--- src/rtl/dlt_pkg.sv ---
// dlt_pkg: shared types, constants and register map of the DShot line transceiver.
// No dependencies; used by every module in rtl/.
package dlt_pkg;

    localparam int FRAME_BITS = 16;
    localparam int BIT_IDX_W  = $clog2(FRAME_BITS + 2);
    localparam int WORD_W     = 16;
    localparam int PERIOD_W   = 10;
    localparam int HIGH_W     = 10;
    localparam int TOL_W      = 8;
    localparam int HCOUNT_W   = PERIOD_W + 1;

    // register indexes (paddr[3:2])
    localparam logic [1:0] REG_BIT_PERIOD = 2'd0;
    localparam logic [1:0] REG_ZERO_HIGH  = 2'd1;
    localparam logic [1:0] REG_ONE_HIGH   = 2'd2;
    localparam logic [1:0] REG_TOLERANCE  = 2'd3;

    localparam logic [PERIOD_W-1:0] BIT_PERIOD_RST = 10'd161;
    localparam logic [HIGH_W-1:0]   ZERO_HIGH_RST  = 10'd56;
    localparam logic [HIGH_W-1:0]   ONE_HIGH_RST   = 10'd112;
    localparam logic [TOL_W-1:0]    TOLERANCE_RST  = 8'd5;

    typedef struct packed {
        logic [PERIOD_W-1:0] bit_period;
        logic [HIGH_W-1:0]   zero_high;
        logic [HIGH_W-1:0]   one_high;
        logic [TOL_W-1:0]    tolerance;
    } t_cfg;

    typedef struct packed {
        logic              req_type;
        logic [WORD_W-1:0] send_word;
        logic              line_in;
    } t_tick;

    typedef struct packed {
        logic              line_out;
        logic              drive_enable;
        logic              tx_busy;
        logic              rx_valid;
        logic [WORD_W-1:0] rx_word;
    } t_result;

endpackage

--- src/rtl/dshot_line_transceiver_top.sv ---
// dshot_line_transceiver_top: input beat register, core step, result register.
// Throughput: 1 beat per cycle while m_tready is held high, set by the state update
// in dlt_core, taken once per beat; a stalled result register
// still lets one more input beat be held in the input register.
// Reset (synchronous, active low) clears both beat valid flags, the line state and
// the timing registers to their defaults. Depends on dlt_pkg, dlt_cfg, dlt_core.
module dshot_line_transceiver_top (
    input  logic        i_clk,
    input  logic        i_rst_n,
    input  logic        s_tvalid,
    output logic        s_tready,
    input  logic [23:0] s_tdata,   // [15:0] send_word, [16] line_in, [23:17] zero
    input  logic [0:0]  s_tuser,   // [0] req_type
    output logic        m_tvalid,
    input  logic        m_tready,
    output logic [23:0] m_tdata,   // [0] line_out, [1] drive_enable, [2] tx_busy,
                                   // [18:3] rx_word, [23:19] zero
    output logic [0:0]  m_tuser,   // [0] rx_valid
    input  logic        psel,
    input  logic        penable,
    input  logic        pwrite,
    input  logic [3:0]  paddr,
    input  logic [31:0] pwdata,
    output logic [31:0] prdata,
    output logic        pready
);

    dlt_pkg::t_cfg    w_cfg;
    dlt_pkg::t_result w_result;
    dlt_pkg::t_tick   r_in;
    dlt_pkg::t_result r_out;
    logic             r_in_valid;
    logic             r_out_valid;
    logic             w_adv;
    logic             w_in_fire;

    dlt_cfg u_cfg (
        .i_clk   (i_clk),
        .i_rst_n (i_rst_n),
        .psel    (psel),
        .penable (penable),
        .pwrite  (pwrite),
        .paddr   (paddr),
        .pwdata  (pwdata),
        .prdata  (prdata),
        .pready  (pready),
        .o_cfg   (w_cfg)
    );

    dlt_core u_core (
        .i_clk    (i_clk),
        .i_rst_n  (i_rst_n),
        .i_step   (w_adv),
        .i_tick   (r_in),
        .i_cfg    (w_cfg),
        .o_result (w_result)
    );

    assign w_adv     = r_in_valid && (!r_out_valid || m_tready);
    assign s_tready  = !r_in_valid || w_adv;
    assign w_in_fire = s_tvalid && s_tready;

    always_ff @(posedge i_clk) begin
        if (!i_rst_n) begin
            r_in_valid  <= 1'b0;
            r_out_valid <= 1'b0;
        end else begin
            if (w_in_fire) begin
                r_in_valid <= 1'b1;
            end else if (w_adv) begin
                r_in_valid <= 1'b0;
            end
            if (w_adv) begin
                r_out_valid <= 1'b1;
            end else if (m_tready) begin
                r_out_valid <= 1'b0;
            end
        end
    end

    always_ff @(posedge i_clk) begin
        if (w_in_fire) begin
            r_in.req_type  <= s_tuser[0];
            r_in.send_word <= s_tdata[15:0];
            r_in.line_in   <= s_tdata[16];
        end
        if (w_adv) begin
            r_out <= w_result;
        end
    end

    assign m_tvalid = r_out_valid;
    assign m_tdata  = {5'd0, r_out.rx_word, r_out.tx_busy, r_out.drive_enable,
                       r_out.line_out};
    assign m_tuser  = r_out.rx_valid;

    // line is driven and busy flagged together
    a_drive_busy: assert property (@(posedge i_clk) disable iff (!i_rst_n)
        m_tvalid |-> (m_tdata[1] == m_tdata[2]))
        else $error("drive_enable and tx_busy disagree");

    // a high level is only output while driving
    a_line_drive: assert property (@(posedge i_clk) disable iff (!i_rst_n)
        (m_tvalid && m_tdata[0]) |-> m_tdata[1])
        else $error("line_out high while released");

    // no word is received while transmitting
    a_rx_released: assert property (@(posedge i_clk) disable iff (!i_rst_n)
        (m_tvalid && m_tuser[0]) |-> !m_tdata[1])
        else $error("rx_valid while driving");

    // rx_word is zero when no word completes
    a_rx_word_zero: assert property (@(posedge i_clk) disable iff (!i_rst_n)
        (m_tvalid && !m_tuser[0]) |-> (m_tdata[18:3] == 16'd0))
        else $error("rx_word nonzero without rx_valid");

endmodule

--- src/rtl/dlt_cfg.sv ---
// dlt_cfg: APB register file holding bit timing and receive window settings.
// Depends on dlt_pkg.
module dlt_cfg (
    input  logic               i_clk,
    input  logic               i_rst_n,
    input  logic               psel,
    input  logic               penable,
    input  logic               pwrite,
    input  logic [3:0]         paddr,
    input  logic [31:0]        pwdata,
    output logic [31:0]        prdata,
    output logic               pready,
    output dlt_pkg::t_cfg      o_cfg
);

    dlt_pkg::t_cfg r_cfg;
    logic          w_wr;

    assign pready = 1'b1;
    assign w_wr   = psel && penable && pwrite;
    assign o_cfg  = r_cfg;

    always_ff @(posedge i_clk) begin
        if (!i_rst_n) begin
            r_cfg.bit_period <= dlt_pkg::BIT_PERIOD_RST;
            r_cfg.zero_high  <= dlt_pkg::ZERO_HIGH_RST;
            r_cfg.one_high   <= dlt_pkg::ONE_HIGH_RST;
            r_cfg.tolerance  <= dlt_pkg::TOLERANCE_RST;
        end else if (w_wr) begin
            case (paddr[3:2])
                dlt_pkg::REG_BIT_PERIOD: r_cfg.bit_period <= pwdata[dlt_pkg::PERIOD_W-1:0];
                dlt_pkg::REG_ZERO_HIGH:  r_cfg.zero_high  <= pwdata[dlt_pkg::HIGH_W-1:0];
                dlt_pkg::REG_ONE_HIGH:   r_cfg.one_high   <= pwdata[dlt_pkg::HIGH_W-1:0];
                dlt_pkg::REG_TOLERANCE:  r_cfg.tolerance  <= pwdata[dlt_pkg::TOL_W-1:0];
                default: ;
            endcase
        end
    end

    always_comb begin
        case (paddr[3:2])
            dlt_pkg::REG_BIT_PERIOD: prdata = {22'd0, r_cfg.bit_period};
            dlt_pkg::REG_ZERO_HIGH:  prdata = {22'd0, r_cfg.zero_high};
            dlt_pkg::REG_ONE_HIGH:   prdata = {22'd0, r_cfg.one_high};
            dlt_pkg::REG_TOLERANCE:  prdata = {24'd0, r_cfg.tolerance};
            default:                 prdata = 32'd0;
        endcase
    end

endmodule

--- src/rtl/dlt_core.sv ---
// dlt_core: transmit/receive state machine, advanced once per accepted tick.
// Depends on dlt_pkg. Result is combinational; the top level registers it.
module dlt_core (
    input  logic              i_clk,
    input  logic              i_rst_n,
    input  logic              i_step,
    input  dlt_pkg::t_tick    i_tick,
    input  dlt_pkg::t_cfg     i_cfg,
    output dlt_pkg::t_result  o_result
);

    typedef enum logic [1:0] {
        MODE_IDLE = 2'd0,
        MODE_TX   = 2'd1,
        MODE_RX   = 2'd2
    } t_mode;

    t_mode                            r_mode, n_mode;
    logic [dlt_pkg::PERIOD_W-1:0]     r_slot, n_slot;
    logic [dlt_pkg::BIT_IDX_W-1:0]    r_bit, n_bit;
    logic [dlt_pkg::WORD_W-1:0]       r_tx_shift, n_tx_shift;
    logic [dlt_pkg::HCOUNT_W-1:0]     r_high, n_high;
    logic                             r_prev, n_prev;
    logic [dlt_pkg::WORD_W-1:0]       r_rx_shift, n_rx_shift;
    logic [dlt_pkg::BIT_IDX_W-1:0]    r_rx_count, n_rx_count;

    always_comb begin
        logic [dlt_pkg::HCOUNT_W-1:0]   cap;
        logic                           pulse_one;
        logic [dlt_pkg::WORD_W-1:0]     shifted;
        logic [dlt_pkg::BIT_IDX_W-1:0]  cnt;
        logic [dlt_pkg::BIT_IDX_W-1:0]  pos;
        logic                           tx_bit;
        logic [dlt_pkg::HIGH_W-1:0]     hi_ticks;
        logic [dlt_pkg::BIT_IDX_W-1:0]  nb;

        n_mode     = r_mode;
        n_slot     = r_slot;
        n_bit      = r_bit;
        n_tx_shift = r_tx_shift;
        n_high     = r_high;
        n_prev     = r_prev;
        n_rx_shift = r_rx_shift;
        n_rx_count = r_rx_count;
        o_result   = '0;

        cap = {i_cfg.bit_period, 1'b0};
        // lo < len < hi, with lo possibly negative: len + tol > one_high
        pulse_one = (({1'b0, r_high} + 12'(i_cfg.tolerance)) > 12'(i_cfg.one_high))
                 && ({1'b0, r_high} < (12'(i_cfg.one_high) + 12'(i_cfg.tolerance)));
        shifted = {r_rx_shift[dlt_pkg::WORD_W-2:0], pulse_one};
        cnt     = r_rx_count + 1'b1;

        if (i_tick.req_type && r_mode != MODE_TX) begin
            n_mode     = MODE_TX;
            n_tx_shift = i_tick.send_word;
            n_slot     = '0;
            n_bit      = '0;
            n_rx_shift = '0;
            n_rx_count = '0;
            n_high     = '0;
            n_prev     = 1'b0;
        end else if (r_mode == MODE_RX) begin
            if (i_tick.line_in) begin
                if (r_high < cap) begin
                    n_high = r_high + 1'b1;
                end
            end else if (r_prev) begin
                // falling edge: decode the pulse just ended
                if (cnt >= dlt_pkg::BIT_IDX_W'(dlt_pkg::FRAME_BITS)) begin
                    o_result.rx_valid = 1'b1;
                    o_result.rx_word  = shifted;
                    n_rx_count = '0;
                    n_rx_shift = '0;
                end else begin
                    n_rx_count = cnt;
                    n_rx_shift = shifted;
                end
                n_high = '0;
            end else begin
                n_high = '0;
            end
            n_prev = i_tick.line_in;
        end

        pos = dlt_pkg::BIT_IDX_W'(dlt_pkg::FRAME_BITS - 1) - n_bit;
        tx_bit = (pos > dlt_pkg::BIT_IDX_W'(dlt_pkg::WORD_W - 1)) ? 1'b0
               : n_tx_shift[pos[$clog2(dlt_pkg::WORD_W)-1:0]];
        hi_ticks = tx_bit ? i_cfg.one_high : i_cfg.zero_high;
        nb = n_bit + 1'b1;

        if (n_mode == MODE_TX) begin
            o_result.drive_enable = 1'b1;
            o_result.tx_busy      = 1'b1;
            if (n_bit < dlt_pkg::BIT_IDX_W'(dlt_pkg::FRAME_BITS)) begin
                o_result.line_out = (n_slot < hi_ticks);
            end
            if (({1'b0, n_slot} + 1'b1) >= {1'b0, i_cfg.bit_period}) begin
                n_slot = '0;
                if (nb > dlt_pkg::BIT_IDX_W'(dlt_pkg::FRAME_BITS)) begin
                    // trailing low slot done: release line, arm receive
                    n_mode     = MODE_RX;
                    n_bit      = '0;
                    n_high     = '0;
                    n_prev     = 1'b0;
                    n_rx_shift = '0;
                    n_rx_count = '0;
                end else begin
                    n_bit = nb;
                end
            end else begin
                n_slot = n_slot + 1'b1;
            end
        end
    end

    always_ff @(posedge i_clk) begin
        if (!i_rst_n) begin
            r_mode     <= MODE_IDLE;
            r_slot     <= '0;
            r_bit      <= '0;
            r_tx_shift <= '0;
            r_high     <= '0;
            r_prev     <= 1'b0;
            r_rx_shift <= '0;
            r_rx_count <= '0;
        end else if (i_step) begin
            r_mode     <= n_mode;
            r_slot     <= n_slot;
            r_bit      <= n_bit;
            r_tx_shift <= n_tx_shift;
            r_high     <= n_high;
            r_prev     <= n_prev;
            r_rx_shift <= n_rx_shift;
            r_rx_count <= n_rx_count;
        end
    end

endmodule

--- config.mk ---
export PLATFORM = sky130hd
export DESIGN_NAME = dshot_line_transceiver_top
export DESIGN_NICKNAME = d
export VERILOG_FILES = /design/src/rtl/dlt_pkg.sv /design/src/rtl/dshot_line_transceiver_top.sv /design/src/rtl/dlt_cfg.sv /design/src/rtl/dlt_core.sv
export SDC_FILE = /design/constraint.sdc
export NUM_CORES = 1
export LEC_CHECK = 0
export ABC_AREA = 1
export BUFFER_PORTS_ARGS = -buffer_cell sky130_fd_sc_hd__buf_4
export CAP_MARGIN = 20
export CELL_PAD_IN_SITES_DETAIL_PLACEMENT = 1
export CELL_PAD_IN_SITES_GLOBAL_PLACEMENT = 1
export CORE_ASPECT_RATIO = 1.25
export CORE_UTILIZATION = 42
export DETAILED_ROUTE_END_ITERATION = 10
export GPL_TIMING_DRIVEN = 0
export PLACE_DENSITY_LB_ADDON = 0.1
export SYNTH_ARGS = -nofsm -noshare
export SYNTH_HDL_FRONTEND = slang
export SYNTH_SLANG_ARGS = --single-unit
--- constraint.sdc ---
create_clock -name i_clk -period 3.5 [get_ports i_clk]
set_input_delay 0.7 -clock i_clk [delete_from_list [all_inputs] [get_ports i_clk]]
set_output_delay 0.7 -clock i_clk [all_outputs]
set_load 0.01 [all_outputs]
# After elaboration in Yosys (flattened, before gate mapping)
# Cells that the tools add are included.
[totals]
word_cells = 120
in_bits = 68
regBits = 144
out_inout_bits = 60
[op_classes]
n_addsub = 8
eq_ne = 6
muxes = 51
bitwise = 3
reduce_logical = 20
magnitude_cmp = 10
[ops]
columns = ["operator", "n"]
rows = [
  ["16-bit 2-to-1 mux", 9],
  ["32-bit case mux with 4 select lines", 1],
  ["11-bit 2-to-1 mux", 7],
  ["5-bit 2-to-1 mux", 12],
  ["10-bit 2-to-1 mux", 4],
  ["17-bit 2-to-1 mux", 1],
  ["11-bit by 8-bit adder with 12-bit output", 1],
  ["12-bit by 10-bit > comparator with 1-bit output", 1],
  ["11-bit by 12-bit < comparator with 1-bit output", 1],
  ["10-bit by 1-bit adder with 11-bit output, second input constant", 1],
  ["10-bit by 8-bit adder with 11-bit output", 1],
  ["11-bit by 1-bit adder with 11-bit output, second input constant", 1],
  ["11-bit by 10-bit greater-or-equal comparator with 1-bit output", 1],
  ["11-bit < comparator", 1],
  ["1-bit 2-to-1 mux", 11],
  ["10-bit by 1-bit adder with 10-bit output, second input constant", 1],
  ["5-bit by 1-bit adder with 5-bit output, second input constant", 2],
  ["10-bit < comparator", 1],
  ["2-bit 2-to-1 mux", 5],
  ["2-bit AND reduction", 5],
  ["2-bit == test, second input constant", 3],
  ["1-bit logical AND", 6],
  ["5-bit greater-or-equal comparator, second input constant", 1],
  ["5-bit by 4-bit > comparator with 1-bit output, second input constant", 1],
  ["other kinds (14)", 20],
]

# Depth between registers and ports, before layout
[depth]
depth_word = 11
mapped_depth = 26
depth_no_buf = 25

# Modules after synthesis
# Synthesis repeated with hierarchy kept, for this count alone.
[unflattened]
cells_unflattened = 1230
area_unflattened_um2 = 9093.7
[modules_own_cells]
columns = ["mod", "seq_area_each_um2", "instances", "area_each_um2", "cells_per_inst"]
rows = [
  ["dlt_core", 1301.2, 1, 5870.6, 878],
  ["dlt_cfg", 760.7, 1, 1945.6, 295],
  ["dshot_line_transceiver_top", 1181.1, 1, 1277.5, 57],
]

# Least setup slack after synthesis
# No wires, ideal clock.
[synth_timing]
path_kind = "register to register"
startpoint = "reg r_in[17] (netlist bit)"
endpoint = "reg u_core.r_slot[3] (netlist bit)"
n_path_buf = 1
path_slack_ns = 0.567
t_arrival_ns = 2.862
path_stages_with_launch = 24
required_ns = 3.429
synth_period_minus_slack_ns = 2.933
setup_time_ns = 0.071
path_cell_list = "edfxtp_1 > inv_1 > a21oi_2 > buf_2 > nor2_1 > ha_1 > nand3_2 > inv_2 > nand3_1 > xor2_1 > inv_1 > ha_1 > a21o_1 > nor2_1 > nand2_1 > nand2_1 > nand3_1 > nand3_1 > nand2_2 > nor2_1 > inv_1 > nor2_4 > nand2_1 > a21oi_1"
[synth_between]
elab_chain_len = 6
elab_cells_between_ends = 9
cone_classes = "2 x add/sub; 1 x order compare; 1 x eq/ne; 4 x mux; 1 x reduce/logical"
[synth_rtl]
columns = ["item", "line_no", "source"]
rows = [
  ["start: declaration", "dshot_line_transceiver_top.sv:30", "dlt_pkg::t_tick r_in;"],
  ["1-bit logical AND (*)", "dlt_core.sv:54", "if (i_tick.req_type && r_mode != MODE_TX) begin"],
  ["10-bit 2-to-1 mux", "dlt_core.sv:54", ""],
  ["10-bit by 1-bit adder with 11-bit output", "dlt_core.sv:98", "if (({1'b0, n_slot} + 1'b1) >= {1'b0, i_cfg.bit_period}) begin"],
  ["11-bit by 10-bit greater-or-equal comparator with 1-bit output", "dlt_core.sv:98", ""],
  ["10-bit 2-to-1 mux", "dlt_core.sv:98", ""],
  ["10-bit 2-to-1 mux (*)", "dlt_core.sv:92", "if (n_mode == MODE_TX) begin"],
  ["end signal: assignment", "dlt_core.sv:129", "r_slot <= n_slot;"],
  ["end: declaration", "dlt_core.sv:19", "logic [dlt_pkg::PERIOD_W-1:0] r_slot, n_slot;"],
]
# Every way passes the cells marked *; elsewhere a longest branch is shown, timed or not.
# A chain may end at the register's enable or synchronous reset.

# Final worst setup path
[layout_timing]
startpoint = "reg r_in[17] (netlist bit)"
endpoint = "reg u_core.r_slot[8] (netlist bit)"
# Same word-level chain as after synthesis.

==> key figures <==
Outcome
  – Outcome: finished, final reports clean

GRT
  – Largest net degree at the start of global routing: 29
  – Tot GR Track Use: 25.6%
  – Vias in the first global route: 8217
  – Remaining global-route overflow: 0
  – Global-route wire length before repair: 41100 um
  – Antenna violations before repair: 0

Run
  – Max Cap Viol: 0

Worst hold path
  – Worst hold path depth: 1
  – Min-Delay Endpoint: r_in[1]
  – Start point of the worst hold path: s_tdata[0]
  – Tightest Hold Check Type: input port to register

Synthesis
  – Post-synthesis sequential area ratio: 37.9%
  – Yosys synthesis warning count: 0
  – Number of distinct library cells after synthesis: 50
  – Summed instance area of the synthesized netlist: 8470 um2
  – Average size of a mapped cell: 7.49 um2
  – #FFs+latches synth: 142
  – Number of cells produced by synthesis: 1130

Clock network
  – Clock network latency to the later pin of the worst-skew pair: 430 ps
  – Number of levels in the clock H-tree: 4
  – Clock-pin slew of the registers on the worst-case setup and hold paths: 60 ps
  – Clock buffer count from CTS: 17
  – Clock root buffer: sky130_fd_sc_hd__clkbuf_16
  – Clock tree from TritonCTS: done
  – TritonCTS Sinks: 142
  – Deepest clock path buffer count: 2

Route
  – Count of routing violations after the opening detailed-route iteration: 355
  – DR vias/cell: 5.21
  – Total via count after detailed routing: 7956
  – Number of detailed-routing iterations run before antenna repair: 4
  – Total DRC errors in the routed layout: 0
  – Detailed-route wire length: 25500 um
  – Wirelength per Cell: 16.7 um
  – Number of nets with antenna violations after detailed routing: 0

STA
  – Hold violation count in the final report: 0
  – Hold WS: 447 ps
  – Final slew viol count: 0
  – Final Cycle Share: 93.6%
  – Setup repair after global routing missed its margin: false
  – Setup slack after layout: 224 ps
  – Post-route clock skew: 12.4 ps
  – Total of endpoints with negative setup slack in the final report: 0
  – Post-layout minimum cycle time: 3280 ps
  – Relative max-transition margin: 51.0%
  – Least-Margin Pin Slew: 735 ps
  – Peak Freq: 0.305 GHz

Floorplanning
  – DIE HEIGHT: 161 um
  – Boundary Pins: 128
  – Die Span X: 129 um
  – Effective utilization at floorplan: 43.2%
  – Cell Rows: 57
  – Area of the die: 20700 um2
  – Core Area: 19600 um2

Pwr
  – Internal Dissipation: 3010 uW
  – Leakage power: 0.00448 uW
  – Combinational share of power: 10.9%
  – Part of the total power dissipated in the clock network: 45.8%
  – Max IR drop VDD: 301 uV
  – Share of total power consumed by net switching: 26.1%
  – Sequential group share of total power: 43.3%
  – NetSw: 1060 uW
  – Power density over the cells: 401 nW/um2

Cells and area
  – Area of all placed cells without fillers: 10100 um2
  – Total number of nets in the final design: 1387
  – Fraction of final layout cells with drive strength greater than 1: 14.6%
  – Fillers: 2516
  – Layout area overhead: 19.8%
  – Antenna cell count: 0

Setup path
  – Ordered cell list for the critical path: inv_2 > a21oi_4 > buf_6 > nor2_4 > ha_4 > nand3_2 > inv_2 > nand3_1 > xor2_1 > inv_1 > ha_1 > a21o_1 > nor2_2 > nand2_1 > nand2_1 > nand3_1 > nand3_2 > nand2_4 > nor2_4 > inv_1 > nor2_4 > nand2_1 > a21oi_1
  – Standard cell with the maximum stage delay on the critical path: sky130_fd_sc_hd__edfxtp_1
  – CP max FO: 10
  – Reg-to-reg startpoint: r_in[17]
  – Worst Setup Path Type: register to register
  – Reg2reg path depth: 23
  – Required time reported for the critical path endpoint: 3840 ps
  – FF-to-FF setup slack: 220 ps
  – CP Capture Type: register
  – Worst r2r dst: u_core.r_slot[8]
  – CP startpoint kind: register
  – Endpoint arrival time on the critical path: 3620 ps
  – Delay contributed by the slowest stage of the critical path: 410 ps

Placement
  – Detail Placement HPWL: 19400 um
  – Worst setup slack before clock tree synthesis: -319 ps
  – Port-buffer cells: 68
  – Final weighted congestion in routability-driven placement: 0.860
  – Area after detailed placement: 9410 um2
[synth_stat cells, drive strengths merged]
cell | number | share of area (%)
dfxtp | 105 | 25
a211oi | 4 | 0.35
a22o | 1 | 0.10
xnor2 | 8 | 0.83
or2 | 2 | 0.15
a41oi | 1 | 0.10
nand3 | 52 | 3.5
nand3b | 6 | 0.53
ha | 69 | 10
a21boi | 2 | 0.18
a21o | 1 | 0.089
nor3 | 12 | 0.90
a31o | 1 | 0.10
o21bai | 3 | 0.27
clkbuf | 24 | 1.1
a31oi | 3 | 0.22
nor3b | 1 | 0.089
o221ai | 2 | 0.21
and3 | 1 | 0.074
nor2 | 138 | 6.2
nand2 | 219 | 10
o211ai | 8 | 0.71
o21ai | 86 | 5.1
o22ai | 15 | 1.1
o2111ai | 1 | 0.10
xor2 | 16 | 1.7
conb | 2 | 0.089
clkinv | 3 | 0.13
buf | 38 | 3.4
nand4 | 9 | 0.66
edfxtp | 37 | 13
fa | 2 | 0.47
a21oi | 123 | 7.4
inv | 133 | 5.9
nor4 | 2 | 0.15
[cell type report]
class / count / area, um2 / share of cell area, %
clock buffers: 19 / 453 / 4.46
clock inverters: 13 / 153 / 1.50
plain buffers: 62 / 395 / 3.90
inverters: 136 / 513 / 5.06
flip-flops and latches: 142 / 3220 / 31.7
well taps: 265 / 332 / 3.27
repair buffers: 73 / 548 / 5.40
multi-input cells: 816 / 4540 / 44.7
[power groups by stage]
stage	Clock, uW	Sequential (uW)	Combinational [uW]
finish	1860	1760	443
floorplan	0	1790	252
global route	1950	1760	490
CTS	1890	1760	426
global placement	0	1800	410
detailed placement	0	1800	419
[placed cells by master, fill, tap and decap left out, types with 4 or more instances in the layout]
| cell type | instances |
|---|---|
| sky130_fd_sc_hd__buf_6 | 7 |
| sky130_fd_sc_hd__nor3_1 | 10 |
| sky130_fd_sc_hd__xor2_1 | 16 |
| sky130_fd_sc_hd__nand2_4 | 4 |
| sky130_fd_sc_hd__o21ai_0 | 82 |
| sky130_fd_sc_hd__inv_1 | 124 |
| sky130_fd_sc_hd__nand2_1 | 212 |
| sky130_fd_sc_hd__nand4_1 | 9 |
| sky130_fd_sc_hd__nand3_2 | 5 |
| sky130_fd_sc_hd__a21oi_1 | 117 |
| sky130_fd_sc_hd__nand3_1 | 46 |
| sky130_fd_sc_hd__clkbuf_16 | 17 |
| sky130_fd_sc_hd__buf_4 | 102 |
| sky130_fd_sc_hd__nand3b_1 | 6 |
| sky130_fd_sc_hd__conb_1 | 28 |
| sky130_fd_sc_hd__a211oi_1 | 4 |
| sky130_fd_sc_hd__edfxtp_1 | 37 |
| sky130_fd_sc_hd__clkbuf_1 | 24 |
| sky130_fd_sc_hd__xnor2_1 | 8 |
| sky130_fd_sc_hd__a21oi_2 | 5 |
| sky130_fd_sc_hd__inv_2 | 8 |
| sky130_fd_sc_hd__inv_6 | 4 |
| sky130_fd_sc_hd__nor2_4 | 4 |
| sky130_fd_sc_hd__ha_1 | 68 |
| sky130_fd_sc_hd__o211ai_1 | 8 |
| sky130_fd_sc_hd__o22ai_1 | 15 |
| sky130_fd_sc_hd__dfxtp_1 | 103 |
| sky130_fd_sc_hd__nor2_1 | 132 |
[registers in the layout (all words and copies together), names as in the netlist]
register           cells
m_tuser                1
u_core.r_tx_shift     16
m_tdata               18
u_core.r_bit           5
u_core.r_rx_shift     15
u_core.r_high         11
r_in                  18
u_core.r_rx_count      5
u_cfg.o_cfg           38
u_core.r_slot         10
u_core.r_prev          1
u_core.r_mode          2
r_in_valid             1
m_tvalid               1
[metal layers]
metal | vias up | share of wire, % | GRT usage [%]
li1 | 3937 | - | -
met3 | 50 | 3.1 | 3.80
met5 | - | 0 | 0
met1 | 3808 | 43 | 29.4
met2 | 161 | 51 | 46.8
met4 | 0 | 3.3 | 10.5
[worst max-delay path by stage]
stage	start	endpoint	slack [ps]	cells after the start
final	r_in[17]	u_core.r_slot[8]	220	23
after floorplan	r_in[17]	u_core.r_slot[3]	570	23
after global placement	r_in[17]	u_core.r_slot[1]	-220	23
after CTS	r_in[17]	u_core.r_slot[8]	8	23
after global routing	u_core.r_mode[1]	m_tdata[0]	20	22
after detailed placement	r_in[17]	u_core.r_slot[8]	-320	23
[stage by stage]
| stage | total power (uW) | TNS [ps] | cells | utilization, % |
|---|---|---|---|---|
| detailed placement | 2210 | -9700 | 1489 | 48.0 |
| finish | 4070 | 0 | 1526 | 51.7 |
| floorplan | 2050 | 0 | 1156 | - |
| global route | 4200 | 0 | 1526 | 51.7 |
| global placement | 2200 | -4620 | 1489 | 48.0 |
| CTS | 4080 | 0 | 1521 | 51.3 |
[kinds of logic (layout without fill, tap and decap cells)]
| family | after synthesis | in the layout | share of synthesized area [%] |
|---|---|---|---|
| adder cells (fa/ha/maj) | 71 | 71 | 10.7 |
| flip-flops | 142 | 142 | 37.9 |
| AO/OA/AOI/OAI | 251 | 251 | 16.1 |
| XOR/XNOR | 24 | 24 | 2.48 |
| AND/OR/NAND/NOR | 442 | 442 | 22.2 |
| buffers and inverters | 198 | 303 | 10.5 |
| other | 2 | 28 | 0.0887 |
[worst max-delay path, delay by kind of cell, from the launching register on]
kind	cells	cell delay [ps]
adder cells (fa/ha/maj)	2	460
XOR/XNOR	1	150
buffers and inverters	5	530
flip-flops	1	410
AND/OR/NAND/NOR	12	1260
AO/OA/AOI/OAI	3	350
[timing repair]
action / in CTS / in global routing
resized for setup: 12 / 17
pin swaps: 1 / 2
endpoints found under the setup margin: 47 / 47
hold buffers: 0 / 0
setup buffers: 0 / 5
Note: power is estimated with default switching activity, not from simulation.
